## src/rtl/bwcb_pkg.sv

```systemverilog
package bwcb_pkg;

  localparam int IDX_IN_W = 8;
  localparam int W_W      = 17;
  localparam int OUT_W    = 17;
  localparam int SUM_W    = 34;
  localparam int BASE_W   = 3;

  localparam logic [OUT_W-1:0] ONE_Q16 = OUT_W'(65536);

  localparam logic [1:0] CH_RED   = 2'd0;
  localparam logic [1:0] CH_GREEN = 2'd1;
  localparam logic [1:0] CH_BLUE  = 2'd2;

  typedef enum logic [2:0] {
    ST_IDLE,
    ST_DIG_MUL,
    ST_DIG_UPD,
    ST_DIV,
    ST_MAC_MUL,
    ST_MAC_ACC,
    ST_EMIT
  } bwcb_state_e;

  typedef struct packed {
    logic       load_item;
    logic       load_digits;
    logic       div_init;
    logic       digit_mul;
    logic       digit_upd;
    logic       div_step;
    logic       mac_mul;
    logic       mac_acc;
    logic       emit;
    logic [1:0] chan;
  } bwcb_ctrl_t;

  typedef struct packed {
    logic x_zero;
    logic div_last;
    logic last_entry;
    logic out_free;
  } bwcb_stat_t;

  // Halton base of each color channel.
  function automatic logic [BASE_W-1:0] base_of(input logic [1:0] chan);
    logic [BASE_W-1:0] b;
    unique case (chan)
      CH_RED:   b = BASE_W'(2);
      CH_GREEN: b = BASE_W'(3);
      CH_BLUE:  b = BASE_W'(5);
      default:  b = BASE_W'(2);
    endcase
    return b;
  endfunction

endpackage

```

## src/rtl/bwcb_mul.sv

```systemverilog
module bwcb_mul #(
  parameter int A_W = 16,
  parameter int B_W = 17
) (
  input  logic               clk_i,
  input  logic               en_i,
  input  logic [A_W-1:0]     a_i,
  input  logic [B_W-1:0]     b_i,
  output logic [A_W+B_W-1:0] p_o
);

  logic [A_W+B_W-1:0] p_q;

  always_ff @(posedge clk_i) begin
    if (en_i) begin
      p_q <= (A_W+B_W)'(a_i) * (A_W+B_W)'(b_i);
    end
  end

  assign p_o = p_q;

endmodule

```

## src/rtl/bwcb_ctrl.sv

```systemverilog
module bwcb_ctrl (
  input  logic                 clk_i,
  input  logic                 rst_ni,
  input  logic                 in_valid_i,
  input  logic                 last_entry_i,
  input  logic                 bone_tint_i,
  input  bwcb_pkg::bwcb_stat_t stat_i,
  output logic                 in_ready_o,
  output bwcb_pkg::bwcb_ctrl_t ctrl_o
);

  bwcb_pkg::bwcb_state_e state_q, state_d;
  logic [1:0]            chan_q, chan_d;
  logic                  accept;

  assign accept = in_valid_i && (state_q == bwcb_pkg::ST_IDLE);

  always_ff @(posedge clk_i or negedge rst_ni) begin
    if (!rst_ni) begin
      state_q <= bwcb_pkg::ST_IDLE;
      chan_q  <= bwcb_pkg::CH_RED;
    end else begin
      state_q <= state_d;
      chan_q  <= chan_d;
    end
  end

  always_comb begin
    state_d = state_q;
    chan_d  = chan_q;
    unique case (state_q)
      bwcb_pkg::ST_IDLE: begin
        if (accept) begin
          chan_d = bwcb_pkg::CH_RED;
          if (bone_tint_i) begin
            state_d = bwcb_pkg::ST_DIG_MUL;
          end else if (last_entry_i) begin
            state_d = bwcb_pkg::ST_EMIT;
          end
        end
      end
      bwcb_pkg::ST_DIG_MUL: begin
        state_d = stat_i.x_zero ? bwcb_pkg::ST_DIV : bwcb_pkg::ST_DIG_UPD;
      end
      bwcb_pkg::ST_DIG_UPD: begin
        state_d = bwcb_pkg::ST_DIG_MUL;
      end
      bwcb_pkg::ST_DIV: begin
        if (stat_i.div_last) begin
          state_d = bwcb_pkg::ST_MAC_MUL;
        end
      end
      bwcb_pkg::ST_MAC_MUL: begin
        state_d = bwcb_pkg::ST_MAC_ACC;
      end
      bwcb_pkg::ST_MAC_ACC: begin
        if (chan_q == bwcb_pkg::CH_BLUE) begin
          state_d = stat_i.last_entry ? bwcb_pkg::ST_EMIT : bwcb_pkg::ST_IDLE;
        end else begin
          chan_d  = 2'(chan_q + 2'd1);
          state_d = bwcb_pkg::ST_DIG_MUL;
        end
      end
      bwcb_pkg::ST_EMIT: begin
        if (stat_i.out_free) begin
          state_d = bwcb_pkg::ST_IDLE;
        end
      end
      default: state_d = bwcb_pkg::ST_IDLE;
    endcase
  end

  always_comb begin
    ctrl_o      = '0;
    ctrl_o.chan = chan_q;
    in_ready_o  = 1'b0;
    unique case (state_q)
      bwcb_pkg::ST_IDLE: begin
        in_ready_o         = 1'b1;
        ctrl_o.load_item   = accept;
        ctrl_o.load_digits = accept && bone_tint_i;
      end
      bwcb_pkg::ST_DIG_MUL: begin
        ctrl_o.digit_mul = !stat_i.x_zero;
        ctrl_o.div_init  = stat_i.x_zero;
      end
      bwcb_pkg::ST_DIG_UPD: ctrl_o.digit_upd = 1'b1;
      bwcb_pkg::ST_DIV:     ctrl_o.div_step  = 1'b1;
      bwcb_pkg::ST_MAC_MUL: ctrl_o.mac_mul   = 1'b1;
      bwcb_pkg::ST_MAC_ACC: begin
        ctrl_o.mac_acc     = 1'b1;
        ctrl_o.load_digits = (chan_q != bwcb_pkg::CH_BLUE);
      end
      bwcb_pkg::ST_EMIT:    ctrl_o.emit      = stat_i.out_free;
      default: ;
    endcase
  end

`ifndef ASSERT_OFF
  a_chan_advance: assert property (@(posedge clk_i) disable iff (!rst_ni)
    (ctrl_o.mac_acc && chan_q != bwcb_pkg::CH_BLUE) |=>
      (state_q == bwcb_pkg::ST_DIG_MUL && chan_q == 2'($past(chan_q) + 2'd1)))
    else $error("channel did not advance after accumulate");

  a_emit_hold: assert property (@(posedge clk_i) disable iff (!rst_ni)
    (state_q == bwcb_pkg::ST_EMIT && !stat_i.out_free) |=> state_q == bwcb_pkg::ST_EMIT)
    else $error("pending result dropped");

  a_upd_after_mul: assert property (@(posedge clk_i) disable iff (!rst_ni)
    (state_q == bwcb_pkg::ST_DIG_UPD) |-> $past(ctrl_o.digit_mul))
    else $error("digit update without a product");
`endif

endmodule

```

## src/rtl/bone_weight_color_blend.sv

```systemverilog
// Sequence, white mode: a last entry goes to the emit state before the input is ready again;
// other entries are taken back to back. Color mode: per channel, the digit loop alternates
// multiply and update for each digit of the index in that channel's base, then a restoring
// divider makes FRAC_BITS fraction bits and a multiply and an accumulate add the weighted
// color; a last entry then passes through the emit state, which waits for a free output.
// Reset (asynchronous, active low) clears the channel sums, the mode bit and the sequencer.
module bone_weight_color_blend #(
  parameter int BONE_BITS = 8,
  parameter int FRAC_BITS = 16
) (
  input  logic                           clk_i,
  input  logic                           rst_ni,
  input  logic                           cfg_we_i,
  input  logic                           cfg_wdata_i,
  input  logic                           in_valid_i,
  output logic                           in_ready_o,
  input  logic [bwcb_pkg::IDX_IN_W-1:0]  bone_index_i,
  input  logic [bwcb_pkg::W_W-1:0]       weight_i,
  input  logic                           last_entry_i,
  output logic                           out_valid_o,
  input  logic                           out_ready_i,
  output logic [bwcb_pkg::OUT_W-1:0]     red_o,
  output logic [bwcb_pkg::OUT_W-1:0]     green_o,
  output logic [bwcb_pkg::OUT_W-1:0]     blue_o
);

  localparam int IDX_W = (BONE_BITS < bwcb_pkg::IDX_IN_W) ? BONE_BITS : bwcb_pkg::IDX_IN_W;
  localparam int SH    = IDX_W + 3;
  localparam int DEN_W = IDX_W + 3;
  localparam int CNT_W = $clog2(FRAC_BITS);
  localparam int A_W   = (FRAC_BITS > IDX_W) ? FRAC_BITS : IDX_W;
  localparam int B_W   = (SH > bwcb_pkg::W_W) ? SH : bwcb_pkg::W_W;
  localparam int P_W   = A_W + B_W;
  localparam int SUM_W = bwcb_pkg::SUM_W;
  localparam int OUT_W = bwcb_pkg::OUT_W;

  localparam logic [SH-1:0] RECIP2 = SH'(((1 << SH) + 1) / 2);
  localparam logic [SH-1:0] RECIP3 = SH'(((1 << SH) + 2) / 3);
  localparam logic [SH-1:0] RECIP5 = SH'(((1 << SH) + 4) / 5);

  bwcb_pkg::bwcb_ctrl_t ctrl;
  bwcb_pkg::bwcb_stat_t stat;

  logic                       bone_tint_q;
  logic [IDX_W-1:0]           idx_q, x_q;
  logic [bwcb_pkg::W_W-1:0]   weight_q;
  logic                       last_q;
  logic [DEN_W-1:0]           num_q, den_q, rem_q;
  logic [FRAC_BITS-1:0]       col_q;
  logic [CNT_W-1:0]           cnt_q;
  logic [SUM_W-1:0]           sum_q [3];
  logic                       out_valid_q;
  logic [OUT_W-1:0]           red_q, green_q, blue_q;

  logic [bwcb_pkg::BASE_W-1:0] base;
  logic [SH-1:0]               recip;
  logic                        mul_en;
  logic [A_W-1:0]              mul_a;
  logic [B_W-1:0]              mul_b;
  logic [P_W-1:0]              mul_p;
  logic [IDX_W-1:0]            quo;
  logic [DEN_W-1:0]            quo_b, dig;
  logic [DEN_W-1:0]            num_next, den_next;
  logic [DEN_W:0]              rem2, rem_sub;
  logic                        ge;
  logic [DEN_W-1:0]            rem_next;
  logic [bwcb_pkg::W_W-1:0]    add;
  logic [SUM_W:0]              sum_ext;
  logic [SUM_W-1:0]            sum_sat;

  function automatic logic [OUT_W-1:0] clamp_one(input logic [SUM_W-1:0] s);
    return (s > SUM_W'(bwcb_pkg::ONE_Q16)) ? bwcb_pkg::ONE_Q16 : s[OUT_W-1:0];
  endfunction

  bwcb_ctrl u_ctrl (
    .clk_i         (clk_i),
    .rst_ni        (rst_ni),
    .in_valid_i    (in_valid_i),
    .last_entry_i  (last_entry_i),
    .bone_tint_i   (bone_tint_q),
    .stat_i        (stat),
    .in_ready_o    (in_ready_o),
    .ctrl_o        (ctrl)
  );

  assign stat.x_zero     = (x_q == '0);
  assign stat.div_last   = (cnt_q == CNT_W'(FRAC_BITS - 1));
  assign stat.last_entry = last_q;
  assign stat.out_free   = !out_valid_q || out_ready_i;

  always_comb begin
    base = bwcb_pkg::base_of(ctrl.chan);
    unique case (ctrl.chan)
      bwcb_pkg::CH_RED:   recip = RECIP2;
      bwcb_pkg::CH_GREEN: recip = RECIP3;
      bwcb_pkg::CH_BLUE:  recip = RECIP5;
      default:            recip = RECIP2;
    endcase
  end

  assign mul_en = ctrl.digit_mul || ctrl.mac_mul;
  assign mul_a  = ctrl.mac_mul ? A_W'(col_q) : A_W'(x_q);
  assign mul_b  = ctrl.mac_mul ? B_W'(weight_q) : B_W'(recip);

  bwcb_mul #(
    .A_W (A_W),
    .B_W (B_W)
  ) u_mul (
    .clk_i (clk_i),
    .en_i  (mul_en),
    .a_i   (mul_a),
    .b_i   (mul_b),
    .p_o   (mul_p)
  );

  // One digit: quotient from the reciprocal product, remainder by back-multiplication.
  assign quo      = mul_p[SH +: IDX_W];
  assign quo_b    = DEN_W'(quo) * DEN_W'(base);
  assign dig      = DEN_W'(x_q) - quo_b;
  assign num_next = DEN_W'(num_q * DEN_W'(base)) + dig;
  assign den_next = DEN_W'(den_q * DEN_W'(base));

  // One restoring division step for the fractional bits of num / den.
  assign rem2     = {rem_q, 1'b0};
  assign rem_sub  = rem2 - {1'b0, den_q};
  assign ge       = (rem2 >= {1'b0, den_q});
  assign rem_next = ge ? rem_sub[DEN_W-1:0] : rem2[DEN_W-1:0];

  assign add      = mul_p[FRAC_BITS +: bwcb_pkg::W_W];
  assign sum_ext  = {1'b0, sum_q[ctrl.chan]} + (SUM_W+1)'(add);
  assign sum_sat  = sum_ext[SUM_W] ? '1 : sum_ext[SUM_W-1:0];

  always_ff @(posedge clk_i or negedge rst_ni) begin
    if (!rst_ni) begin
      bone_tint_q <= 1'b0;
    end else if (cfg_we_i) begin
      bone_tint_q <= cfg_wdata_i;
    end
  end

  always_ff @(posedge clk_i) begin
    if (ctrl.load_item) begin
      idx_q    <= bone_index_i[IDX_W-1:0];
      weight_q <= weight_i;
      last_q   <= last_entry_i;
    end
    if (ctrl.load_digits) begin
      x_q   <= ctrl.load_item ? bone_index_i[IDX_W-1:0] : idx_q;
      num_q <= '0;
      den_q <= DEN_W'(1);
    end else if (ctrl.digit_upd) begin
      x_q   <= quo;
      num_q <= num_next;
      den_q <= den_next;
    end
    if (ctrl.div_init) begin
      rem_q <= num_q;
    end else if (ctrl.div_step) begin
      rem_q <= rem_next;
      col_q <= {col_q[FRAC_BITS-2:0], ge};
    end
  end

  always_ff @(posedge clk_i or negedge rst_ni) begin
    if (!rst_ni) begin
      cnt_q <= '0;
    end else if (ctrl.div_init) begin
      cnt_q <= '0;
    end else if (ctrl.div_step) begin
      cnt_q <= CNT_W'(cnt_q + 1'b1);
    end
  end

  always_ff @(posedge clk_i or negedge rst_ni) begin
    if (!rst_ni) begin
      sum_q[0] <= '0;
      sum_q[1] <= '0;
      sum_q[2] <= '0;
    end else if (ctrl.emit) begin
      sum_q[0] <= '0;
      sum_q[1] <= '0;
      sum_q[2] <= '0;
    end else if (ctrl.mac_acc) begin
      sum_q[ctrl.chan] <= sum_sat;
    end
  end

  always_ff @(posedge clk_i or negedge rst_ni) begin
    if (!rst_ni) begin
      out_valid_q <= 1'b0;
    end else if (ctrl.emit) begin
      out_valid_q <= 1'b1;
    end else if (out_ready_i) begin
      out_valid_q <= 1'b0;
    end
  end

  always_ff @(posedge clk_i) begin
    if (ctrl.emit) begin
      red_q   <= bone_tint_q ? clamp_one(sum_q[0]) : bwcb_pkg::ONE_Q16;
      green_q <= bone_tint_q ? clamp_one(sum_q[1]) : bwcb_pkg::ONE_Q16;
      blue_q  <= bone_tint_q ? clamp_one(sum_q[2]) : bwcb_pkg::ONE_Q16;
    end
  end

  assign out_valid_o = out_valid_q;
  assign red_o       = red_q;
  assign green_o     = green_q;
  assign blue_o      = blue_q;

`ifndef ASSERT_OFF
  a_white: assert property (@(posedge clk_i) disable iff (!rst_ni)
    (ctrl.emit && !bone_tint_q) |=>
      (red_o == bwcb_pkg::ONE_Q16 && green_o == bwcb_pkg::ONE_Q16 &&
       blue_o == bwcb_pkg::ONE_Q16))
    else $error("white result not produced");

  a_clear: assert property (@(posedge clk_i) disable iff (!rst_ni)
    ctrl.emit |=> (sum_q[0] == '0 && sum_q[1] == '0 && sum_q[2] == '0))
    else $error("channel sums not cleared after result");

  a_rem_bound: assert property (@(posedge clk_i) disable iff (!rst_ni)
    ctrl.div_step |-> (rem_q < den_q))
    else $error("divider remainder out of range");

  a_out_range: assert property (@(posedge clk_i) disable iff (!rst_ni)
    out_valid_o |-> (red_o <= bwcb_pkg::ONE_Q16 && green_o <= bwcb_pkg::ONE_Q16 &&
                     blue_o <= bwcb_pkg::ONE_Q16))
    else $error("result above one");
`endif

endmodule

```

## config.mk

```make
export PLATFORM = sky130hd
export DESIGN_NAME = bone_weight_color_blend
export DESIGN_NICKNAME = d
export VERILOG_FILES = /design/src/rtl/bwcb_pkg.sv /design/src/rtl/bwcb_mul.sv /design/src/rtl/bwcb_ctrl.sv /design/src/rtl/bone_weight_color_blend.sv
export SDC_FILE = /design/constraint.sdc
export NUM_CORES = 1
export LEC_CHECK = 0
export BUFFER_PORTS_ARGS = -buffer_cell sky130_fd_sc_hd__buf_2
export CAP_MARGIN = 20
export CORE_MARGIN = 2
export CORE_UTILIZATION = 60
export DETAILED_ROUTE_END_ITERATION = 16
export PLACE_DENSITY_LB_ADDON = 0.05
export REMOVE_ABC_BUFFERS = 1
export SLEW_MARGIN = 20
export SYNTH_ARGS = -nofsm -noshare
export SYNTH_HDL_FRONTEND = slang
export SYNTH_SLANG_ARGS = --single-unit
```

## constraint.sdc

```tcl
create_clock -name clk_i -period 10 [get_ports clk_i]
set_input_delay 2 -clock clk_i [delete_from_list [all_inputs] [get_ports clk_i]]
set_output_delay 2 -clock clk_i [all_outputs]
set_load 0.05 [all_outputs]
```

# Word level (Yosys, flattened, before mapping)
# Index checks and enable logic that the tools add are counted.
[classes]
n_addsub = 6
multipliers = 4
magnitude_cmp = 6
eq_ne = 15
muxes = 44
bitwise = 3
reduce_logical = 20
[op_table]
columns = ["operator", "n"]
rows = [
  ["$mux 102", 2],
  ["$mux 34", 4],
  ["$bwmux 102", 1],
  ["$gt 34x17->1 const B", 3],
  ["$bmux 34 s2", 1],
  ["$demux 34 s2", 1],
  ["$add 34x17->35", 1],
  ["$mul 16x17->33", 1],
  ["$mux 11", 3],
  ["$mux 8", 3],
  ["$mul 11x3->11", 2],
  ["$pmux 11 s2", 1],
  ["$mux 3", 7],
  ["$pmux 3 s7", 1],
  ["$mux 17", 1],
  ["$mux 16", 1],
  ["$ge 12x11->1", 1],
  ["$add 11x11->11", 1],
  ["$mul 8x3->11", 1],
  ["$sub 11x11->11", 1],
  ["$sub 8x11->11", 1],
  ["$mux 1", 10],
  ["$reduce_bool 2->1", 5],
  ["$eq 3x3->1 const B", 3],
  ["other kinds (28)", 42],
]
[totals]
register_bits = 280
inputBits = 32
output_inout_bits = 53
elab_cells = 118

# Longest topological paths before layout
# Gate-level depths: netlist of run 1.
[logic_depth]
ltp_word = 9
ltp_mapped = 32
depth_no_buf = 27

# By module
# Synthesis of run 1 repeated with hierarchy kept, for this count alone.
[hier_totals]
cells_unflattened = 2547
hier_area_um2 = 24647.4
[by_module_without_submodules]
columns = ["mod", "n_inst", "cells_per_inst", "area_each_um2", "seq_area_each_um2"]
rows = [
  ["bone_weight_color_blend", 1, 1427, 14282.4, 6426.2],
  ["bwcb_mul", 1, 1065, 9962.1, 991.0],
  ["bwcb_ctrl", 1, 55, 402.9, 125.1],
]

# Worst setup path before layout of run 1
# OpenSTA, ideal clock, no wires.
[synth_path]
path_kind = "flip-flop to flip-flop"
startpoint = "register u_ctrl.chan_q[1]"
endpoint = "register u_mul.p_q[24] (netlist: u_mul.p_o[24]) (data pin)"
setup_time_ns = 0.265
arrival_ns = 7.446
required_time_ns = 9.735
slack_ns = 2.289
stages_incl_launch_ff = 32
path_buffers = 5
period_less_slack_ns = 7.711
cell_sequence = "dfrtp_1 -> buf_6 -> buf_8 -> buf_1 -> clkbuf_1 -> inv_1 -> ha_1 -> clkbuf_1 -> nor2b_1 -> a21o_1 -> nand2_1 -> fa_1 -> inv_1 -> fa_1 -> inv_1 -> fa_1 -> inv_1 -> fa_1 -> fa_1 -> inv_1 -> fa_1 -> inv_1 -> ha_1 -> o21ai_0 -> nand2b_1 -> and3_1 -> o311ai_1 -> nand2_1 -> a41o_1 -> nor2_1 -> o21ai_0 -> xor2_1"
[synth_between]
elab_chain_cells = 4
elab_cells_between_ends = 5
cone_classes = "mul (1); eq/ne (2); mux (2)"
[synth_lines]
columns = ["element", "line_no", "source"]
rows = [
  ["start: declaration", "bwcb_ctrl.sv:13", "logic [1:0] chan_q, chan_d;"],
  ["start signal: assignment", "bwcb_ctrl.sv:21", "chan_q <= bwcb_pkg::CH_RED;"],
  ["start signal: assignment", "bwcb_ctrl.sv:24", "chan_q <= chan_d;"],
  ["$eq 2x2->1 / $eq 2x1->1 (equally long branches)", "bone_weight_color_blend.sv:93", "unique case (ctrl.chan)"],
  ["$pmux 11 s2 *", "bone_weight_color_blend.sv:93", ""],
  ["$mux 17 *", "bone_weight_color_blend.sv:103", "assign mul_b = ctrl.mac_mul ? B_W'(weight_q) : B_W'(recip);"],
  ["$mul 16x17->33 *", "bwcb_mul.sv:16", "p_q <= (A_W+B_W)'(a_i) * (A_W+B_W)'(b_i);"],
  ["end signal: assignment", "bwcb_mul.sv:16", ""],
  ["end: declaration", "bwcb_mul.sv:12", "logic [A_W+B_W-1:0] p_q;"],
]
# Every way passes the cells marked *; elsewhere a longest branch is shown, timed or not.
# A chain may end at the register's enable or synchronous reset.

# Worst setup path in the final report of run 1
[layout_path]
startpoint = "register u_ctrl.state_q[2]"
endpoint = "register u_mul.p_q[29] (netlist: u_mul.p_o[29]) (data pin)"
[layout_between]
elab_chain_cells = 4
elab_cells_between_ends = 5
cone_classes = "mul (1); eq/ne (1); mux (3)"
[layout_lines]
columns = ["element", "line_no", "source"]
rows = [
  ["start: declaration", "bwcb_ctrl.sv:12", "bwcb_pkg::bwcb_state_e state_q, state_d;"],
  ["start signal: assignment", "bwcb_ctrl.sv:20", "state_q <= bwcb_pkg::ST_IDLE;"],
  ["start signal: assignment", "bwcb_ctrl.sv:23", "state_q <= state_d;"],
  ["$eq 3x3->1 *", "bwcb_ctrl.sv:77", "unique case (state_q)"],
  ["$mux 1 *", "bwcb_ctrl.sv:77", ""],
  ["$mux 16 / $mux 17 (equally long branches)", "bone_weight_color_blend.sv:102, bone_weight_color_blend.sv:103", ""],
  ["$mul 16x17->33 *", "bwcb_mul.sv:16", ""],
]
# Marked as above.

==> summary.md, run 1 <==
| Metric | Value |
|---|---|
| CTS Hold Bufs | `0` |
| FF+latch count, synth | `269` |
| Yosys cell types | `71` |
| Core footprint | `38700 µm²` |
| Filler instances | `3164` |
| Post-layout util | `65.8%` |
| Syn Area/Cell | `9.87 µm²` |
| Post-synth EDFFs | `126` |
| Register Area | `7210 µm²` |
| Routed wire length | `59400 µm` |
| Multi-input logic area | `14700 µm²` |
| GRT Overall Usage | `29.9%` |
| Vias in the first global route | `17800` |
| Congestion Overflow GR | `0` |
| Wire length of the first global-routing pass | `96100 µm` |
| Peak Freq | `0.121 GHz` |
| Top FF cell, synth | `edfxtp_1` |
| Status | `finished, final reports clean` |
| Total CTS buffers | `34` |
| Max clock buf depth | `3` |
| Worst Hold Class | `reg -> reg` |
| Fin. Hold Viols | `0` |
| Die Ht | `202 µm` |
| Largest cells by area after synthesis | `fa_1 (22%), edfxtp_1 (16%), dfrtp_1 (12%)` |
| CTS root buf | `clkbuf_16` |
| Initial antenna violation count | `1` |
| Gpl congestion | `0.941` |
| Worst Skew | `0.0162 ns` |
| R2R Setup Slk | `1.77 ns` |
| Yosys top cell by area | `fa_1` |
| Post-layout min period | `8.23 ns` |
| Period utilization | `82.3%` |
| Setup TNS | `0 ns` |
| Yosys warns | `0` |
| WP data arrival | `8.53 ns` |
| Ys async rst share | `42.0%` |
| 1st-pass router iterations | `5` |
| Critical Path RT | `10.29 ns` |
| Wire per inst | `20.1 µm` |
| Post-DP HPWL | `44800 µm` |
| Post-CTS setup buffer count | `0` |
| CTS resizes | `0` |
| Fin nets | `2866` |
| GR Util met2 | `50.8%` |
| Synth Cell Area | `23600 µm²` |
| Synth top area share | `21.7%` |
| Area Overhead vs Synth | `8.09%` |
| Slew HR | `26.2%` |
| N_diodes | `0` |
| CP max FO | `68` |
| GRT Max-Usage Layer | `met2` |
| Initial Util | `60.8%` |
| H-tree Lvls | `2` |
| Post-Synthesis Cells | `2389` |
| Nature of the critical path endpoint | `flip-flop` |
| Layout cells sized above 1 | `9.62%` |
| Die Width | `202 µm` |
| Antenna viol nets, final | `0` |
| Vias | `17400` |
| Via/cell ratio | `5.88` |
| Max-cap viol count | `0` |
| Die area | `40900 µm²` |
| Post-route insts no fill | `2961` |
| Slew Limit Fails | `0` |
| CP Launch Type | `flip-flop` |
| Maximum number of pins on one net before global-route repair | `69` |
| Ports | `85` |
| Placed cells | `2898` |
| Initial DRC Count | `1251` |
| WS Path Type | `reg -> reg` |
| Clock slew seen by the registers of the worst setup and hold paths | `0.06 ns` |
| IO Port Bufs | `84` |
| Setup violations, final | `0` |
| RSZ-0062 raised after global routing | `no` |
| DR DRC count | `0` |
| Sink Count | `269` |
| Met1 Resource Use GR | `39.8%` |
| CTS tree | `yes` |
| Post-synthesis sequential area ratio | `30.6%` |
| Worst-margin pin slew | `1.08 ns` |
| GRT met3 Usage | `4.55%` |
| Worst hold margin | `0.471 ns` |
| # rows | `72` |
| Clock Latency Late Sink | `0.55 ns` |
==> kinds of logic (layout without fill, tap and decap cells) <==
| family | count (synthesis) | count (layout) | share of synthesized area (%) |
|---|---|---|---|
| buf+inv | 414 | 468 | 6.88 |
| xor+xnor | 71 | 71 | 2.64 |
| fa+ha+maj | 417 | 417 | 30.3 |
| simple gates | 794 | 794 | 16.9 |
| flops | 269 | 269 | 30.6 |
| compound gates | 341 | 341 | 9.01 |
| mux | 83 | 83 | 3.68 |
==> per-layer routing <==
layer	vias up	wire length, µm	part of all wire (%)
met3	116	4040	6.8
met1	8653	24900	42
met4	0	1600	2.7
met2	649	28800	49
li1	7999	-	-
met5	-	0	0
==> per-stage QoR <==
| stage | setup slack (ns) | instance area (µm²) |
|---|---|---|
| floorplan | -3.49 | 23000 |
| global placement | 2.04 | 24300 |
| detailed placement | 1.91 | 24300 |
| CTS | 1.89 | 25500 |
| global route | 1.26 | 25500 |
| finish | 1.77 | 25500 |
==> worst max-delay path, cell delays in order, from the launching register on <==
cell	delay, ns
dfrtp_1	0.71
nor3b_2	0.68
buf_4	0.58
nor2b_1	0.18
a21oi_1	0.55
nor2_1	0.13
fa_1	0.51
inv_1	0.05
fa_1	0.39
fa_1	0.49
fa_1	0.52
inv_1	0.06
fa_1	0.53
inv_1	0.05
fa_1	0.49
inv_1	0.05
ha_1	0.21
a211oi_1	0.26
nand2_1	0.13
nand4_1	0.15
and3b_1	0.20
a21oi_1	0.10
nor3_1	0.43
o21bai_1	0.16
a21o_1	0.21
xor2_1	0.14
==> path summary, 6_finish.rpt <==
check                                  startpoint       endpoint  cells after the start
worst max-delay path            u_ctrl.state_q[2]  u_mul.p_o[29]                     25
worst min-delay path                     idx_q[7]       idx_q[7]                      1
worst max register to register  u_ctrl.state_q[2]  u_mul.p_o[29]                     25
worst min register to register           idx_q[7]       idx_q[7]                      1
max in group asynchronous                  rst_ni      sum_q[86]                      2
min in group asynchronous                  rst_ni      sum_q[81]                      1
==> synthesized netlist by cell type (5+ instances only) <==
cell type	number
xor2_1	23
nand2b_1	30
nand2_1	285
buf_1	7
mux2i_1	54
clkbuf_1	100
xnor2_1	48
o22ai_1	5
and2_1	80
and3_1	86
mux2_2	29
a21oi_1	70
a22o_1	39
inv_1	294
nor4_1	27
nor3_1	21
o21a_1	7
a21o_1	27
nor2_1	107
a21boi_0	5
nand2_4	10
a211oi_1	7
nand3_1	72
or2_2	5
o21ai_0	137
ha_1	161
dfxtp_1	30
o21bai_1	7
nand4_1	21
edfxtp_1	126
dfrtp_1	113
fa_1	256
o31ai_1	7
nor2b_1	31
==> flip-flops by register name, summed over array words and instances, names as in the netlist, 11 cells and up <==
signal and flops:
sum_q 102, num_q 11, den_q 11, green_o 17, blue_o 17, red_o 17
col_q 16, u_mul.p_o 22, weight_q 17, rem_q 11
==> layout by cell type (no fill, tap or decap), types with 83 or more instances in the layout <==
cell / synthesis / routed
inv_1: 294 / 293
nand2_1: 285 / 285
fa_1: 256 / 256
ha_1: 161 / 161
o21ai_0: 137 / 137
edfxtp_1: 126 / 126
dfrtp_1: 113 / 112
nor2_1: 107 / 106
and3_1: 86 / 86
buf_2: 3 / 83
==> final cells by class <==
cell class / instances / share of cell area (%)
multi-input combinational: 1706 / 57.9
sequential: 269 / 28.3
inverter: 294 / 4.33
clock buffer: 40 / 3.51
tap: 518 / 2.54
timing repair buffer: 112 / 2.49
clock inverter: 22 / 0.923
Power of run 1 is not shown: default switching activity piles up to over one toggle a cycle in this logic, so the estimate is an artifact.
==> run 2: changes to the inputs <==
--- a/config.mk
+++ b/config.mk
@@ -8,7 +8,7 @@
 export BUFFER_PORTS_ARGS = -buffer_cell sky130_fd_sc_hd__buf_2
 export CAP_MARGIN = 20
 export CORE_MARGIN = 2
-export CORE_UTILIZATION = 60
+export CORE_UTILIZATION = 58
 export DETAILED_ROUTE_END_ITERATION = 16
 export PLACE_DENSITY_LB_ADDON = 0.05
 export REMOVE_ABC_BUFFERS = 1
==> constraint.sdc (replaced) <==
create_clock -name clk_i -period 7.01 [get_ports clk_i]
set_input_delay 1.402 -clock clk_i [delete_from_list [all_inputs] [get_ports clk_i]]
set_output_delay 1.402 -clock clk_i [all_outputs]
set_load 0.05 [all_outputs]
==> run 2 against run 1 <==
  * Non-clock buffer count grew 54
  * Via count barely moved
  * Sequential share of layout area is 0.44 points lower
  * Sequential cell count unchanged
  * Global-route usage shrank 1.1 points
  * Die area increased by 3.4%
  * Highest routed layer unchanged
  * Core utilization is 0.93 points lower
  * Cell area grew 1.6%
==> summary.md, run 2 (synthesis gave the netlist of run 1 again) <==
| Metric | Value |
|---|---|
| H-tree Lvls | `1 (-1)` |
| Worst Hold Class | `reg -> reg` |
| Filler instances | `3315 (+4.8%)` |
| Max clock buf depth | `3 (unchanged)` |
| # rows | `73 (+1.4%)` |
| Setup TNS | `0 ns (unchanged)` |
| Commonest non-fill, non-tap cell in the layout | `inv_1` |
| Ports | `85 (unchanged)` |
| Gpl congestion | `0.944 (+0.30%)` |
| Number of flip-flops in the largest register | `102 (unchanged)` |
| Worst-margin pin slew | `1.08 ns (+0.00753 ns)` |
| 1st-pass router iterations | `5 (unchanged)` |
| Clock Latency Late Sink | `0.60 ns (+0.05 ns)` |
| Core footprint | `39900 µm² (+3.0%)` |
| Period utilization | `96.5% (+14 points)` |
| Crit path buffers/inverters | `4 (-1)` |
| Wire length of the first global-routing pass | `95000 µm (-1.1%)` |
| Clock slew seen by the registers of the worst setup and hold paths | `0.06 ns (about the same)` |
| Most frequent cells in the layout | `inv_1 (293), nand2_1 (285), fa_1 (256)` |
| Critical Path RT | `7.34 ns (-2.95 ns)` |
| Routed wire length | `58600 µm (-1.3%)` |
| Die Ht | `206 µm (+1.7%)` |
| Initial DRC Count | `1199 (-4.2%)` |
| GRT Overall Usage | `28.8% (-1.1 points)` |
| Crit-path slowest cell | `fa_1` |
| Initial antenna violation count | `0 (-1)` |
| Post-DP HPWL | `44800 µm (about the same)` |
| Die area | `42300 µm² (+3.4%)` |
| Critical path's most frequent cell | `fa_1` |
| CTS Hold Bufs | `0 (unchanged)` |
| Die Width | `206 µm (+1.7%)` |
| Wire per inst | `19.4 µm (-3.1%)` |
| WP data arrival | `7.09 ns (-1.44 ns)` |
| Maximum number of pins on one net before global-route repair | `65 (-5.8%)` |
| Sink Count | `269 (unchanged)` |
| Cell family with most CP delay | `adder cells` |
| N_diodes | `0 (unchanged)` |
| CP Launch Type | `flip-flop` |
| Area Overhead vs Synth | `9.80%` |
| Worst setup margin | `0.247 ns (-1.52 ns)` |
| Nature of the critical path endpoint | `flip-flop` |
| CTS root buf | `clkbuf_16` |
| Initial Util | `59.0% (-1.8 points)` |
| Peak Freq | `0.148 GHz (+22%)` |
| Layout cells sized above 1 | `11.8% (+2.2 points)` |
| Max-cap viol count | `0 (unchanged)` |
| Status | `finished, final reports clean` |
| Congestion Overflow GR | `0 (unchanged)` |
| Delay of the slowest critical-path stage | `0.55 ns (-0.16 ns)` |
| Worst Skew | `0.0176 ns (+0.00140 ns)` |
| CP cell instances | `nor3b_4, clkbuf_16, buf_4, and2_1, nand2_1, fa_1, inv_1, fa_1, fa_1, fa_1, fa_1, fa_1, ha_1, and3_1, and3_1, o311ai_1, buf_4, nand2_1, a41o_1, nor2_2, o21ai_0, xor2_1` |
| Setup violations, final | `0 (unchanged)` |
| Most flop-heavy register | `sum_q` |
| Slew Limit Fails | `0 (unchanged)` |
| Slew HR | `27.8% (+1.6 points)` |
| IO Port Bufs | `84 (unchanged)` |
| Total CTS buffers | `30 (-12%)` |
| RSZ-0062 raised after global routing | `yes` |
| Fin nets | `2916 (+1.7%)` |
| CP max FO | `24 (-65%)` |
| Via/cell ratio | `5.77 (-1.8%)` |
| Fin. Hold Viols | `0 (unchanged)` |
| Vias in the first global route | `17900 (+0.29%)` |
| CTS tree | `yes` |
| DR DRC count | `0 (unchanged)` |
| WS Path Type | `reg -> reg` |
| Antenna viol nets, final | `0 (unchanged)` |
| Post-layout min period | `6.76 ns (-1.47 ns)` |
| Worst hold margin | `0.470 ns (-0.000673 ns)` |
| Vias | `17400 (-0.017%)` |
| Place WS | `0.0227 ns (-1.88 ns)` |
## run 2: changes by cell type in the layout (fill, tap and decap cells not counted), sizes merged
cell,change
buf,+53
bufinv,-1
clkbuf,+3
clkinv,-4
clkinvlp,-2
inv,-1
## run 2: cell type report
cell class / count / area, µm² / share of cell area [%]
clock buffers: 42 / 870 / 3.36
clock inverters: 14 / 158 / 0.609
inverters: 294 / 1100 / 4.27
multi-input cells: 1706 / 14800 / 57.2
flip-flops and latches: 269 / 7210 / 27.9
well taps: 525 / 657 / 2.54
repair buffers: 166 / 1060 / 4.11
## run 2: final timing paths
path / end / cells after the start / slack, ns / start
worst max-delay path: u_mul.p_o[24] / 22 / 0.25 / u_ctrl.state_q[1]
worst min register to register: idx_q[1] / 1 / 0.47 / idx_q[1]
min in group asynchronous: sum_q[15] / 1 / 0.82 / rst_ni
max in group asynchronous: u_ctrl.chan_q[1] / 2 / 4.85 / rst_ni
worst min-delay path: idx_q[1] / 1 / 0.47 / idx_q[1]
worst max register to register: u_mul.p_o[24] / 22 / 0.25 / u_ctrl.state_q[1]
## run 2: timing repair
| action | 4_1_cts | 5_1_grt |
|---|---|---|
| buffers inserted | 0 | 1 |
| resized for setup | 1 | 14 |
| gates cloned | 0 | 1 |
| hold endpoints to repair | 0 | 0 |
| pin swaps | 0 | 1 |
| endpoints found under the setup margin | 1 | 11 |
## run 2: stage by stage
stage / cells / instance area (µm²) / util (%)
2_1_floorplan: 2269 / 23000 / -
3_3_place_gp: 2958 / 24800 / 62.0
3_5_place_dp: 2958 / 24800 / 62.0
4_1_cts: 3014 / 25800 / 64.6
5_1_grt: 3016 / 25900 / 64.8
6_report: 3016 / 25900 / 64.8
## run 2: metal layers
layer / track usage [%] / routed length [µm] / part of all wire [%]
met5: 0 / 0 / 0
met4: 9.02 / 2070 / 3.5
met3: 4.85 / 4120 / 7.0
met2: 47.7 / 27300 / 47
met1: 38.9 / 25100 / 43
Power of run 2 is left out for the same reason.
